### config.mk
export PLATFORM = sky130hd
export DESIGN_NAME = color_gradient_lookup_flat
export DESIGN_NICKNAME = d
export VERILOG_FILES = /design/src/sv/cgl_pkg.sv /design/src/sv/cgl_if.sv /design/src/sv/cgl_seg.sv /design/src/sv/cgl_div.sv /design/src/sv/cgl_lerp.sv /design/src/sv/color_gradient_lookup.sv /design/src/flat_wrapper.sv
export SDC_FILE = /design/constraint.sdc
export NUM_CORES = 2
export LEC_CHECK = 0
export ABC_CLOCK_PERIOD_IN_PS = 28200
export BUFFER_PORTS_ARGS = -buffer_cell sky130_fd_sc_hd__clkbuf_2
export CAP_MARGIN = 20
export CORE_ASPECT_RATIO = 1.1
export CORE_MARGIN = 8
export CORE_UTILIZATION = 65
export CTS_CLUSTER_DIAMETER = 50
export DETAILED_ROUTE_END_ITERATION = 6
export GPL_TIMING_DRIVEN = 0
export PLACE_DENSITY = 0.82
export SKIP_CTS_REPAIR_TIMING = 1
export SYNTH_ARGS = -nofsm -noshare
export SYNTH_HDL_FRONTEND = slang
export SYNTH_HIERARCHICAL = 1
export SYNTH_SLANG_ARGS = --single-unit
export TNS_END_PERCENT = 30
### constraint.sdc
create_clock -name clk_i -period 28.2 [get_ports clk_i]
set_clock_uncertainty 0.15 [all_clocks]
set_input_delay 2.82 -clock clk_i [delete_from_list [all_inputs] [get_ports clk_i]]
set_output_delay 2.82 -clock clk_i [all_outputs]
set_load 0.02 [all_outputs]
### src/sv/cgl_pkg.sv
`default_nettype none
// ----------------------------------------------------------------------------
// cgl_pkg
// Shared types, constants and divider step for the color gradient lookup.
// ----------------------------------------------------------------------------
package cgl_pkg;

  localparam int MAX_STOPS = 7;
  localparam int NUM_REGS  = MAX_STOPS + 1;
  localparam int POS_W     = 16;
  localparam int CH_W      = 12;
  localparam int STOP_W    = POS_W + 3 * CH_W;
  localparam int KEY_W     = 18;
  localparam int CNT_W     = 3;
  localparam int IDX_W     = 3;
  localparam int R_W       = POS_W + 1;
  localparam int DIV_STAGES = 4;
  localparam int DIV_BITS   = 4;
  localparam int PROD_W     = CH_W + 1 + R_W + 1;

  localparam logic [IDX_W-1:0] REG_STOP_COUNT = IDX_W'(0);
  localparam logic [CNT_W-1:0] STOP_COUNT_RST = CNT_W'(2);
  localparam logic [STOP_W-1:0] STOP_1_RST = 52'hFFFFFFFFF8000;
  localparam logic [POS_W-1:0] ONE_Q15 = 16'h8000;

  typedef logic [STOP_W-1:0] cgl_stop_t;
  typedef logic [2:0][CH_W-1:0] cgl_rgb_t;

  // segment chosen, before the ratio divide
  typedef struct packed {
    logic             found;
    logic             zspan;
    logic [POS_W-1:0] diff;
    logic [POS_W-1:0] span;
    cgl_rgb_t         lo;
    cgl_rgb_t         hi;
  } cgl_seg_t;

  // partial divide state
  typedef struct packed {
    logic             found;
    logic             zspan;
    logic [POS_W-1:0] span;
    logic [POS_W-1:0] rem;
    logic [R_W-1:0]   quo;
    cgl_rgb_t         lo;
    cgl_rgb_t         hi;
  } cgl_div_t;

  // ratio ready for blending
  typedef struct packed {
    logic           found;
    logic [R_W-1:0] ratio;
    cgl_rgb_t       lo;
    cgl_rgb_t       hi;
  } cgl_mix_t;

  // Four restoring-division steps: shift, compare, subtract.
  function automatic cgl_div_t div_steps(input cgl_div_t s);
    cgl_div_t         o;
    logic [POS_W:0]   t;
    o = s;
    for (int j = 0; j < DIV_BITS; j++) begin
      t = {o.rem, 1'b0};
      if (t >= {1'b0, o.span}) begin
        t = t - {1'b0, o.span};
        o.quo = {o.quo[R_W-2:0], 1'b1};
      end else begin
        o.quo = {o.quo[R_W-2:0], 1'b0};
      end
      o.rem = t[POS_W-1:0];
    end
    return o;
  endfunction

endpackage
`default_nettype wire

### src/sv/cgl_if.sv
`default_nettype none
// ----------------------------------------------------------------------------
// cgl_key_if / cgl_rgb_if
// Valid/ready channels for lookup keys and color results.
// ----------------------------------------------------------------------------
interface cgl_key_if;
  logic                valid;
  logic                ready;
  logic signed [17:0]  key;
  modport source (output valid, output key, input ready);
  modport sink   (input valid, input key, output ready);
endinterface

interface cgl_rgb_if;
  logic        valid;
  logic        ready;
  logic [11:0] red;
  logic [11:0] green;
  logic [11:0] blue;
  logic        found;
  modport source (output valid, output red, output green, output blue, output found,
                  input ready);
  modport sink   (input valid, input red, input green, input blue, input found,
                  output ready);
endinterface
`default_nettype wire

### src/sv/cgl_seg.sv
`default_nettype none
// ----------------------------------------------------------------------------
// cgl_seg
// Clamp the key and register the first bracketing segment.
// ----------------------------------------------------------------------------
module cgl_seg (
  input  logic                               clk_i,
  input  logic                               rst_ni,
  input  logic                               en_i,
  input  logic                               valid_i,
  input  logic signed [cgl_pkg::KEY_W-1:0]   key_i,
  input  logic [cgl_pkg::CNT_W-1:0]          count_i,
  input  cgl_pkg::cgl_stop_t [cgl_pkg::MAX_STOPS-1:0] stops_i,
  output logic                               valid_o,
  output cgl_pkg::cgl_seg_t                  seg_o
);
  import cgl_pkg::*;

  logic [POS_W-1:0] key;
  logic [CNT_W-1:0] n;
  logic [MAX_STOPS-2:0] hit;
  cgl_seg_t seg_d, seg_q;
  logic valid_q;

  always_comb begin
    if (key_i[KEY_W-1]) begin
      key = '0;
    end else if (key_i[KEY_W-2:0] > {1'b0, ONE_Q15}) begin
      key = ONE_Q15;
    end else begin
      key = key_i[POS_W-1:0];
    end
    n = count_i;
    if (n < CNT_W'(2)) n = CNT_W'(2);
    if (n > CNT_W'(MAX_STOPS)) n = CNT_W'(MAX_STOPS);
  end

  always_comb begin
    for (int i = 0; i < MAX_STOPS - 1; i++) begin
      hit[i] = (CNT_W'(i + 1) < n) && (stops_i[i][POS_W-1:0] <= key) &&
               (key <= stops_i[i+1][POS_W-1:0]);
    end
  end

  // walk down so the lowest hit wins
  always_comb begin
    seg_d = '0;
    for (int i = MAX_STOPS - 2; i >= 0; i--) begin
      if (hit[i]) begin
        seg_d.found = 1'b1;
        seg_d.diff  = key - stops_i[i][POS_W-1:0];
        seg_d.span  = stops_i[i+1][POS_W-1:0] - stops_i[i][POS_W-1:0];
        seg_d.lo    = stops_i[i][STOP_W-1:POS_W];
        seg_d.hi    = stops_i[i+1][STOP_W-1:POS_W];
      end
    end
    seg_d.zspan = (seg_d.span == '0);
  end

  always_ff @(posedge clk_i or negedge rst_ni) begin
    if (!rst_ni) begin
      valid_q <= 1'b0;
    end else if (en_i) begin
      valid_q <= valid_i;
    end
  end

  always_ff @(posedge clk_i) begin
    if (en_i) begin
      seg_q <= seg_d;
    end
  end

  assign valid_o = valid_q;
  assign seg_o   = seg_q;

endmodule
`default_nettype wire

### src/sv/cgl_div.sv
`default_nettype none
// ----------------------------------------------------------------------------
// cgl_div
// Pipelined restoring divider for the Q1.16 segment ratio.
// ----------------------------------------------------------------------------
module cgl_div (
  input  logic              clk_i,
  input  logic              rst_ni,
  input  logic              en_i,
  input  logic              valid_i,
  input  cgl_pkg::cgl_seg_t seg_i,
  output logic              valid_o,
  output cgl_pkg::cgl_mix_t mix_o
);
  import cgl_pkg::*;

  cgl_div_t init;
  cgl_div_t stg_d [DIV_STAGES];
  cgl_div_t stg_q [DIV_STAGES];
  logic [DIV_STAGES-1:0] valid_q;

  // top quotient bit: set only when the key sits on the upper stop
  always_comb begin
    init.found = seg_i.found;
    init.zspan = seg_i.zspan;
    init.span  = seg_i.span;
    init.lo    = seg_i.lo;
    init.hi    = seg_i.hi;
    if (seg_i.diff >= seg_i.span) begin
      init.rem = seg_i.diff - seg_i.span;
      init.quo = R_W'(1);
    end else begin
      init.rem = seg_i.diff;
      init.quo = '0;
    end
  end

  always_comb begin
    stg_d[0] = div_steps(init);
    for (int k = 1; k < DIV_STAGES; k++) begin
      stg_d[k] = div_steps(stg_q[k-1]);
    end
  end

  always_ff @(posedge clk_i or negedge rst_ni) begin
    if (!rst_ni) begin
      valid_q <= '0;
    end else if (en_i) begin
      valid_q <= {valid_q[DIV_STAGES-2:0], valid_i};
    end
  end

  always_ff @(posedge clk_i) begin
    if (en_i) begin
      for (int k = 0; k < DIV_STAGES; k++) begin
        stg_q[k] <= stg_d[k];
      end
    end
  end

  assign valid_o     = valid_q[DIV_STAGES-1];
  assign mix_o.found = stg_q[DIV_STAGES-1].found;
  assign mix_o.ratio = stg_q[DIV_STAGES-1].zspan ? '0 : stg_q[DIV_STAGES-1].quo;
  assign mix_o.lo    = stg_q[DIV_STAGES-1].lo;
  assign mix_o.hi    = stg_q[DIV_STAGES-1].hi;

endmodule
`default_nettype wire

### src/sv/cgl_lerp.sv
`default_nettype none
// ----------------------------------------------------------------------------
// cgl_lerp
// Blend the two stop colors: lo + floor((hi - lo) * r / 65536).
// ----------------------------------------------------------------------------
module cgl_lerp (
  input  logic              clk_i,
  input  logic              rst_ni,
  input  logic              en_i,
  input  logic              valid_i,
  input  cgl_pkg::cgl_mix_t mix_i,
  output logic              valid_o,
  output logic              found_o,
  output cgl_pkg::cgl_rgb_t rgb_o
);
  import cgl_pkg::*;

  logic signed [PROD_W-1:0] prod_d [3];
  logic signed [PROD_W-1:0] prod_q [3];
  cgl_rgb_t lo_q, rgb_d, rgb_q;
  logic found_q, found2_q;
  logic [1:0] valid_q;

  always_comb begin
    logic signed [CH_W:0]   dlt;
    logic signed [PROD_W-1:0] sh;
    logic [PROD_W-R_W:0]    sum;
    for (int c = 0; c < 3; c++) begin
      dlt = $signed({1'b0, mix_i.hi[c]}) - $signed({1'b0, mix_i.lo[c]});
      prod_d[c] = PROD_W'(dlt * $signed({1'b0, mix_i.ratio}));
    end
    for (int c = 0; c < 3; c++) begin
      sh  = prod_q[c] >>> (R_W - 1);
      sum = {{(PROD_W-R_W+1-CH_W){1'b0}}, lo_q[c]} + sh[PROD_W-R_W:0];
      rgb_d[c] = found_q ? sum[CH_W-1:0] : '0;
    end
  end

  always_ff @(posedge clk_i or negedge rst_ni) begin
    if (!rst_ni) begin
      valid_q <= '0;
    end else if (en_i) begin
      valid_q <= {valid_q[0], valid_i};
    end
  end

  always_ff @(posedge clk_i) begin
    if (en_i) begin
      for (int c = 0; c < 3; c++) begin
        prod_q[c] <= prod_d[c];
      end
      lo_q     <= mix_i.lo;
      found_q  <= mix_i.found;
      rgb_q    <= rgb_d;
      found2_q <= found_q;
    end
  end

  assign valid_o = valid_q[1];
  assign found_o = found2_q;
  assign rgb_o   = rgb_q;

endmodule
`default_nettype wire

### src/sv/color_gradient_lookup.sv
`default_nettype none
// Throughput: one key word per cycle unless the output is held; one segment stage,
// four divider stages of four quotient bits each, one multiply stage and one add stage.
// A held output word stalls the whole pipeline in place.
// Reset clears all valid bits and loads the default gradient (black at 0.0, white at 1.0).
// ----------------------------------------------------------------------------
// color_gradient_lookup
// Piecewise linear color map over up to seven programmable color stops.
// ----------------------------------------------------------------------------
module color_gradient_lookup (
  input  logic                         clk_i,
  input  logic                         rst_ni,
  input  logic                         cfg_we_i,
  input  logic [cgl_pkg::IDX_W-1:0]    cfg_idx_i,
  input  logic [cgl_pkg::STOP_W-1:0]   cfg_data_i,
  cgl_key_if.sink                      key_in,
  cgl_rgb_if.source                    rgb_out
);
  import cgl_pkg::*;

  logic [CNT_W-1:0] count_q;
  cgl_stop_t [MAX_STOPS-1:0] stops_q;

  logic en;
  logic seg_valid, div_valid, out_valid;
  cgl_seg_t seg;
  cgl_mix_t mix;
  cgl_rgb_t rgb;
  logic found;

  // register file: count plus the stop words
  always_ff @(posedge clk_i or negedge rst_ni) begin
    if (!rst_ni) begin
      count_q <= STOP_COUNT_RST;
      for (int i = 0; i < MAX_STOPS; i++) begin
        stops_q[i] <= (i == 1) ? STOP_1_RST : '0;
      end
    end else if (cfg_we_i) begin
      if (cfg_idx_i == REG_STOP_COUNT) begin
        count_q <= cfg_data_i[CNT_W-1:0];
      end else begin
        stops_q[cfg_idx_i - IDX_W'(1)] <= cfg_data_i;
      end
    end
  end

  // advance every stage together unless the output word is held
  assign en           = !out_valid || rgb_out.ready;
  assign key_in.ready = en;

  cgl_seg u_seg (
    .clk_i   (clk_i),
    .rst_ni  (rst_ni),
    .en_i    (en),
    .valid_i (key_in.valid),
    .key_i   (key_in.key),
    .count_i (count_q),
    .stops_i (stops_q),
    .valid_o (seg_valid),
    .seg_o   (seg)
  );

  cgl_div u_div (
    .clk_i   (clk_i),
    .rst_ni  (rst_ni),
    .en_i    (en),
    .valid_i (seg_valid),
    .seg_i   (seg),
    .valid_o (div_valid),
    .mix_o   (mix)
  );

  cgl_lerp u_lerp (
    .clk_i   (clk_i),
    .rst_ni  (rst_ni),
    .en_i    (en),
    .valid_i (div_valid),
    .mix_i   (mix),
    .valid_o (out_valid),
    .found_o (found),
    .rgb_o   (rgb)
  );

  assign rgb_out.valid = out_valid;
  assign rgb_out.red   = rgb[0];
  assign rgb_out.green = rgb[1];
  assign rgb_out.blue  = rgb[2];
  assign rgb_out.found = found;

endmodule
`default_nettype wire

### src/flat_wrapper.sv
// flat-port wrapper written by rule: the top's interface ports become plain ports
module color_gradient_lookup_flat import cgl_pkg::*;
  (clk_i, rst_ni, cfg_we_i, cfg_idx_i, cfg_data_i, key_in_valid, key_in_key, key_in_ready, rgb_out_valid, rgb_out_red, rgb_out_green, rgb_out_blue, rgb_out_found, rgb_out_ready);
  cgl_key_if key_in_i ();
  cgl_rgb_if rgb_out_i ();
  input  logic clk_i;
  input  logic rst_ni;
  input  logic cfg_we_i;
  input  logic [cgl_pkg::IDX_W-1:0] cfg_idx_i;
  input  logic [cgl_pkg::STOP_W-1:0] cfg_data_i;
  input wire logic [$bits(key_in_i.valid)-1:0] key_in_valid;
  input wire logic [$bits(key_in_i.key)-1:0] key_in_key;
  output wire logic [$bits(key_in_i.ready)-1:0] key_in_ready;
  output wire logic [$bits(rgb_out_i.valid)-1:0] rgb_out_valid;
  output wire logic [$bits(rgb_out_i.red)-1:0] rgb_out_red;
  output wire logic [$bits(rgb_out_i.green)-1:0] rgb_out_green;
  output wire logic [$bits(rgb_out_i.blue)-1:0] rgb_out_blue;
  output wire logic [$bits(rgb_out_i.found)-1:0] rgb_out_found;
  input wire logic [$bits(rgb_out_i.ready)-1:0] rgb_out_ready;
  assign key_in_i.valid = key_in_valid;
  assign key_in_i.key = key_in_key;
  assign key_in_ready = key_in_i.ready;
  assign rgb_out_valid = rgb_out_i.valid;
  assign rgb_out_red = rgb_out_i.red;
  assign rgb_out_green = rgb_out_i.green;
  assign rgb_out_blue = rgb_out_i.blue;
  assign rgb_out_found = rgb_out_i.found;
  assign rgb_out_i.ready = rgb_out_ready;
  color_gradient_lookup u_core (.clk_i(clk_i), .rst_ni(rst_ni), .cfg_we_i(cfg_we_i), .cfg_idx_i(cfg_idx_i), .cfg_data_i(cfg_data_i), .key_in(key_in_i), .rgb_out(rgb_out_i));
endmodule
==> results by group <==
STA
  – Fin. max-slew vios: 0
  – Worst Max-Slew Pin Slew: 1220 ps
  – RSZ-0062 raised after global routing: false
  – Min cycle time layout: 16340 ps
  – Setup TNS: 0 ps
  – Hold Fails Final Rpt: 0
  – Period utilization: just under 60%
  – FMAX: slightly above 0.06 GHz
  – Setup violators final: 0
  – Relative slew margins: ~18%

Placed design
  – Dpl hpwl: 198 mm
  – Port bufs: 116
  – Dpl cells: between 10000 and 15000
  – GP Congestion: 1.02

Die
  – Core ar.: about 130000 um2
  – Die Height: 397 um
  – DIE WIDTH: 362 um
  – Row count: between 100 and 150
  – I/O pins: ~120
  – Die ar.: 144000 um2
  – Initial Utilization: 65.6%

Detailed routing
  – Total routed wirelength: around 250 mm
  – DR vias/cell: roughly 6.3
  – Antenna Nets Post-Route: 0
  – WL/cell: between 20 and 25 um
  – First-pass iteration count of the detailed router: 6
  – # DRC: 0
  – Detailed-route via count: 66000
  – DRT iter0 DRCs: about 6000

Setup path
  – Element type at the critical path end: flip-flop
  – Worst endpoint required time: around 28000 ps
  – Critical path startpoint category: flip-flop
  – CP peak stage delay: roughly 730 ps
  – CP max FO: 10
  – Most used cell, CP: a21oi_1
  – Crit Path Class: flip-flop to flip-flop
  – Worst EP arrival: between 15000 and 20000 ps
  – Slowest-stage cell, CP: edfxtp_1

Synthesis
  – Largest area contributor in the netlist: edfxtp_1
  – EDFF count, synth: about 650
  – Top_reg_cell synth: edfxtp_1
  – Avg Synthesized Cell Area: between 10 and 15 um2
  – Post-synth ARST share: between 30% and 40%
  – Ranking of synthesized cells by area: edfxtp_1 (23%), fa_1 (12%), ha_1 (11%)
  – Share of the synthesized area in the top cell type: between 20% and 30%
  – Synthesized cell area: 85700 um2
  – Sequential element share of the synthesized area: 33.8%
  – Number of distinct library cells after synthesis: 113
  – Post-Synthesis Cells: roughly 8300
  – Warnings from Yosys: 6
  – Syn nets: 9676
  – Register bit total from synthesis: ~1000

Clocking
  – Worst-Skew Late Latency: roughly 800 ps
  – Clk sinks: roughly 1000
  – Clock buffer depth: 3
  – H-tree levels: 3
  – TritonCTS clock tree: yes
  – Clock slew at reported path FFs: about 70 ps
  – Cts bufs inserted: about 120
  – Clk root buf: clkbuf_16

Finish
  – Share of layout cells above drive strength 1: about an eighth
  – Fin nets: 9934
  – Area growth, synth to finish: 8.47%
  – Fin cells: about 10000
  – FILL cells: 9424
  – Util after Layout: between 70% and 80%

Global route
  – Pin count of the biggest net entering global routing: 115
  – Total gr overflow: 0
  – First-pass GRT wire length: ~390 mm
  – GR Util All Layers: 34.8%
  – Vias in the first global route: 67700
  – Initial antenna violation count: 12

Outcome
  – Status: completed

Flow run
  – Number of max-cap violations: 0

Min path
  – Hold/Removal Path Class: flip-flop to flip-flop
[Yosys cell counts, types with 224 or more instances]
| master | number |
|---|---|
| a21oi_1 | 452 |
| and2_1 | 224 |
| dfrtp_1 | 336 |
| edfxtp_1 | 652 |
| fa_1 | 515 |
| ha_1 | 779 |
| inv_1 | 840 |
| mux2_2 | 481 |
| nand2_1 | 698 |
| nor2_1 | 438 |
| o21ai_0 | 357 |
| xnor2_1 | 296 |
[routing by layer]
metal / share of wire, % / global-route usage, % / vias to the layer above
met2: 48 / 58.7 / 3147
met4: 7.4 / 22.0 / 6
met3: 7.8 / 5.51 / 873
met5: 0.016 / 0 / -
met1: 37 / 41.5 / 32300
li1: - / - / 29700
[cell families after synthesis]
kind of cell | Yosys count | share of synthesized area (%)
compound gates | 1661 | 12.8
xor+xnor | 439 | 4.49
simple gates | 2122 | 12.1
mux | 556 | 7.52
flops | 1026 | 33.8
buf+inv | 1206 | 5.88
fa+ha+maj | 1294 | 23.4
[area by class of cell]
| cell class | instances | area, um2 | share of cell area, % |
|---|---|---|---|
| well taps | 1762 | 2200 | 2.37 |
| flip-flops and latches | 1026 | 29000 | 31.2 |
| clock buffers | 140 | 3030 | 3.26 |
| diodes | 9 | 22.5 | 0.0242 |
| plain buffers | 361 | 1870 | 2.01 |
| multi-input cells | 6072 | 51700 | 55.6 |
| inverters | 845 | 3170 | 3.41 |
| clock inverters | 78 | 981 | 1.06 |
| repair buffers | 141 | 1010 | 1.09 |
[cell usage in the layout (no fill, tap or decap), types with 101 or more instances in the layout]
cell type / netlist / final
o21ai_0: 357 / 357
clkbuf_16: 0 / 115
nor3_1: 147 / 147
nor2b_1: 129 / 129
dfrtp_1: 336 / 336
nand2b_1: 129 / 128
mux2_2: 481 / 481
nor2_1: 438 / 438
clkbuf_1: 209 / 228
nand2_1: 698 / 698
a21oi_1: 452 / 452
clkbuf_2: 0 / 115
xnor2_1: 296 / 296
o21a_1: 101 / 101
ha_1: 779 / 779
inv_1: 840 / 840
xor2_1: 143 / 143
edfxtp_1: 652 / 652
and2_1: 224 / 224
fa_1: 515 / 515
a21o_1: 148 / 148
[flip-flops by register name, summed over array words and instances (netlist names), 2 cells and up]
signal	count
u_core/u_div/stg_q	436
u_core/stops_q	364
u_core/u_seg/seg_o	106
u_core/u_lerp/rgb_o	36
u_core/count_q	3
u_core/u_lerp/valid_q	2
u_core/u_lerp/prod_q	36
u_core/u_lerp/lo_q	36
u_core/u_div/valid_q	4
[critical path, delay by kind of cell, from the launching register on]
| kind | cells | cell delay [ps] |
|---|---|---|
| AO/OA/AOI/OAI | 32 | 7970 |
| buffers and inverters | 12 | 2850 |
| AND/OR/NAND/NOR | 8 | 1990 |
| adder cells (fa/ha/maj) | 5 | 1960 |
| flip-flops | 1 | 730 |
| multiplexers | 1 | 390 |
[worst paths after layout]
check	from	endpoint	slack, ps	cells after the start
max	u_core/u_seg/seg_o[73]	u_core/u_div/stg_q[0][98]	11860	58
min	u_core/u_div/stg_q[2][24]	u_core/u_div/stg_q[3][24]	270	0
max reg2reg	u_core/u_seg/seg_o[73]	u_core/u_div/stg_q[0][98]	11860	58
min reg2reg	u_core/u_div/stg_q[2][24]	u_core/u_div/stg_q[3][24]	270	0
max in group asynchronous	rst_ni	u_core/stops_q[62]	24440	3
min in group asynchronous	rst_ni	u_core/stops_q[233]	1820	1
[through the flow]
step                hold slack, ps  instance area [um2]  setup WS, ps
global route                   273                92900         10960
CTS                            268                92900         12010
global placement               251                88500          -776
detailed placement             255                88800         12070
floorplan                      250                85700          6590
finish                         265                92900         11860
Power is not shown: default switching activity piles up to over one toggle a cycle in this logic, so the estimate is an artifact.
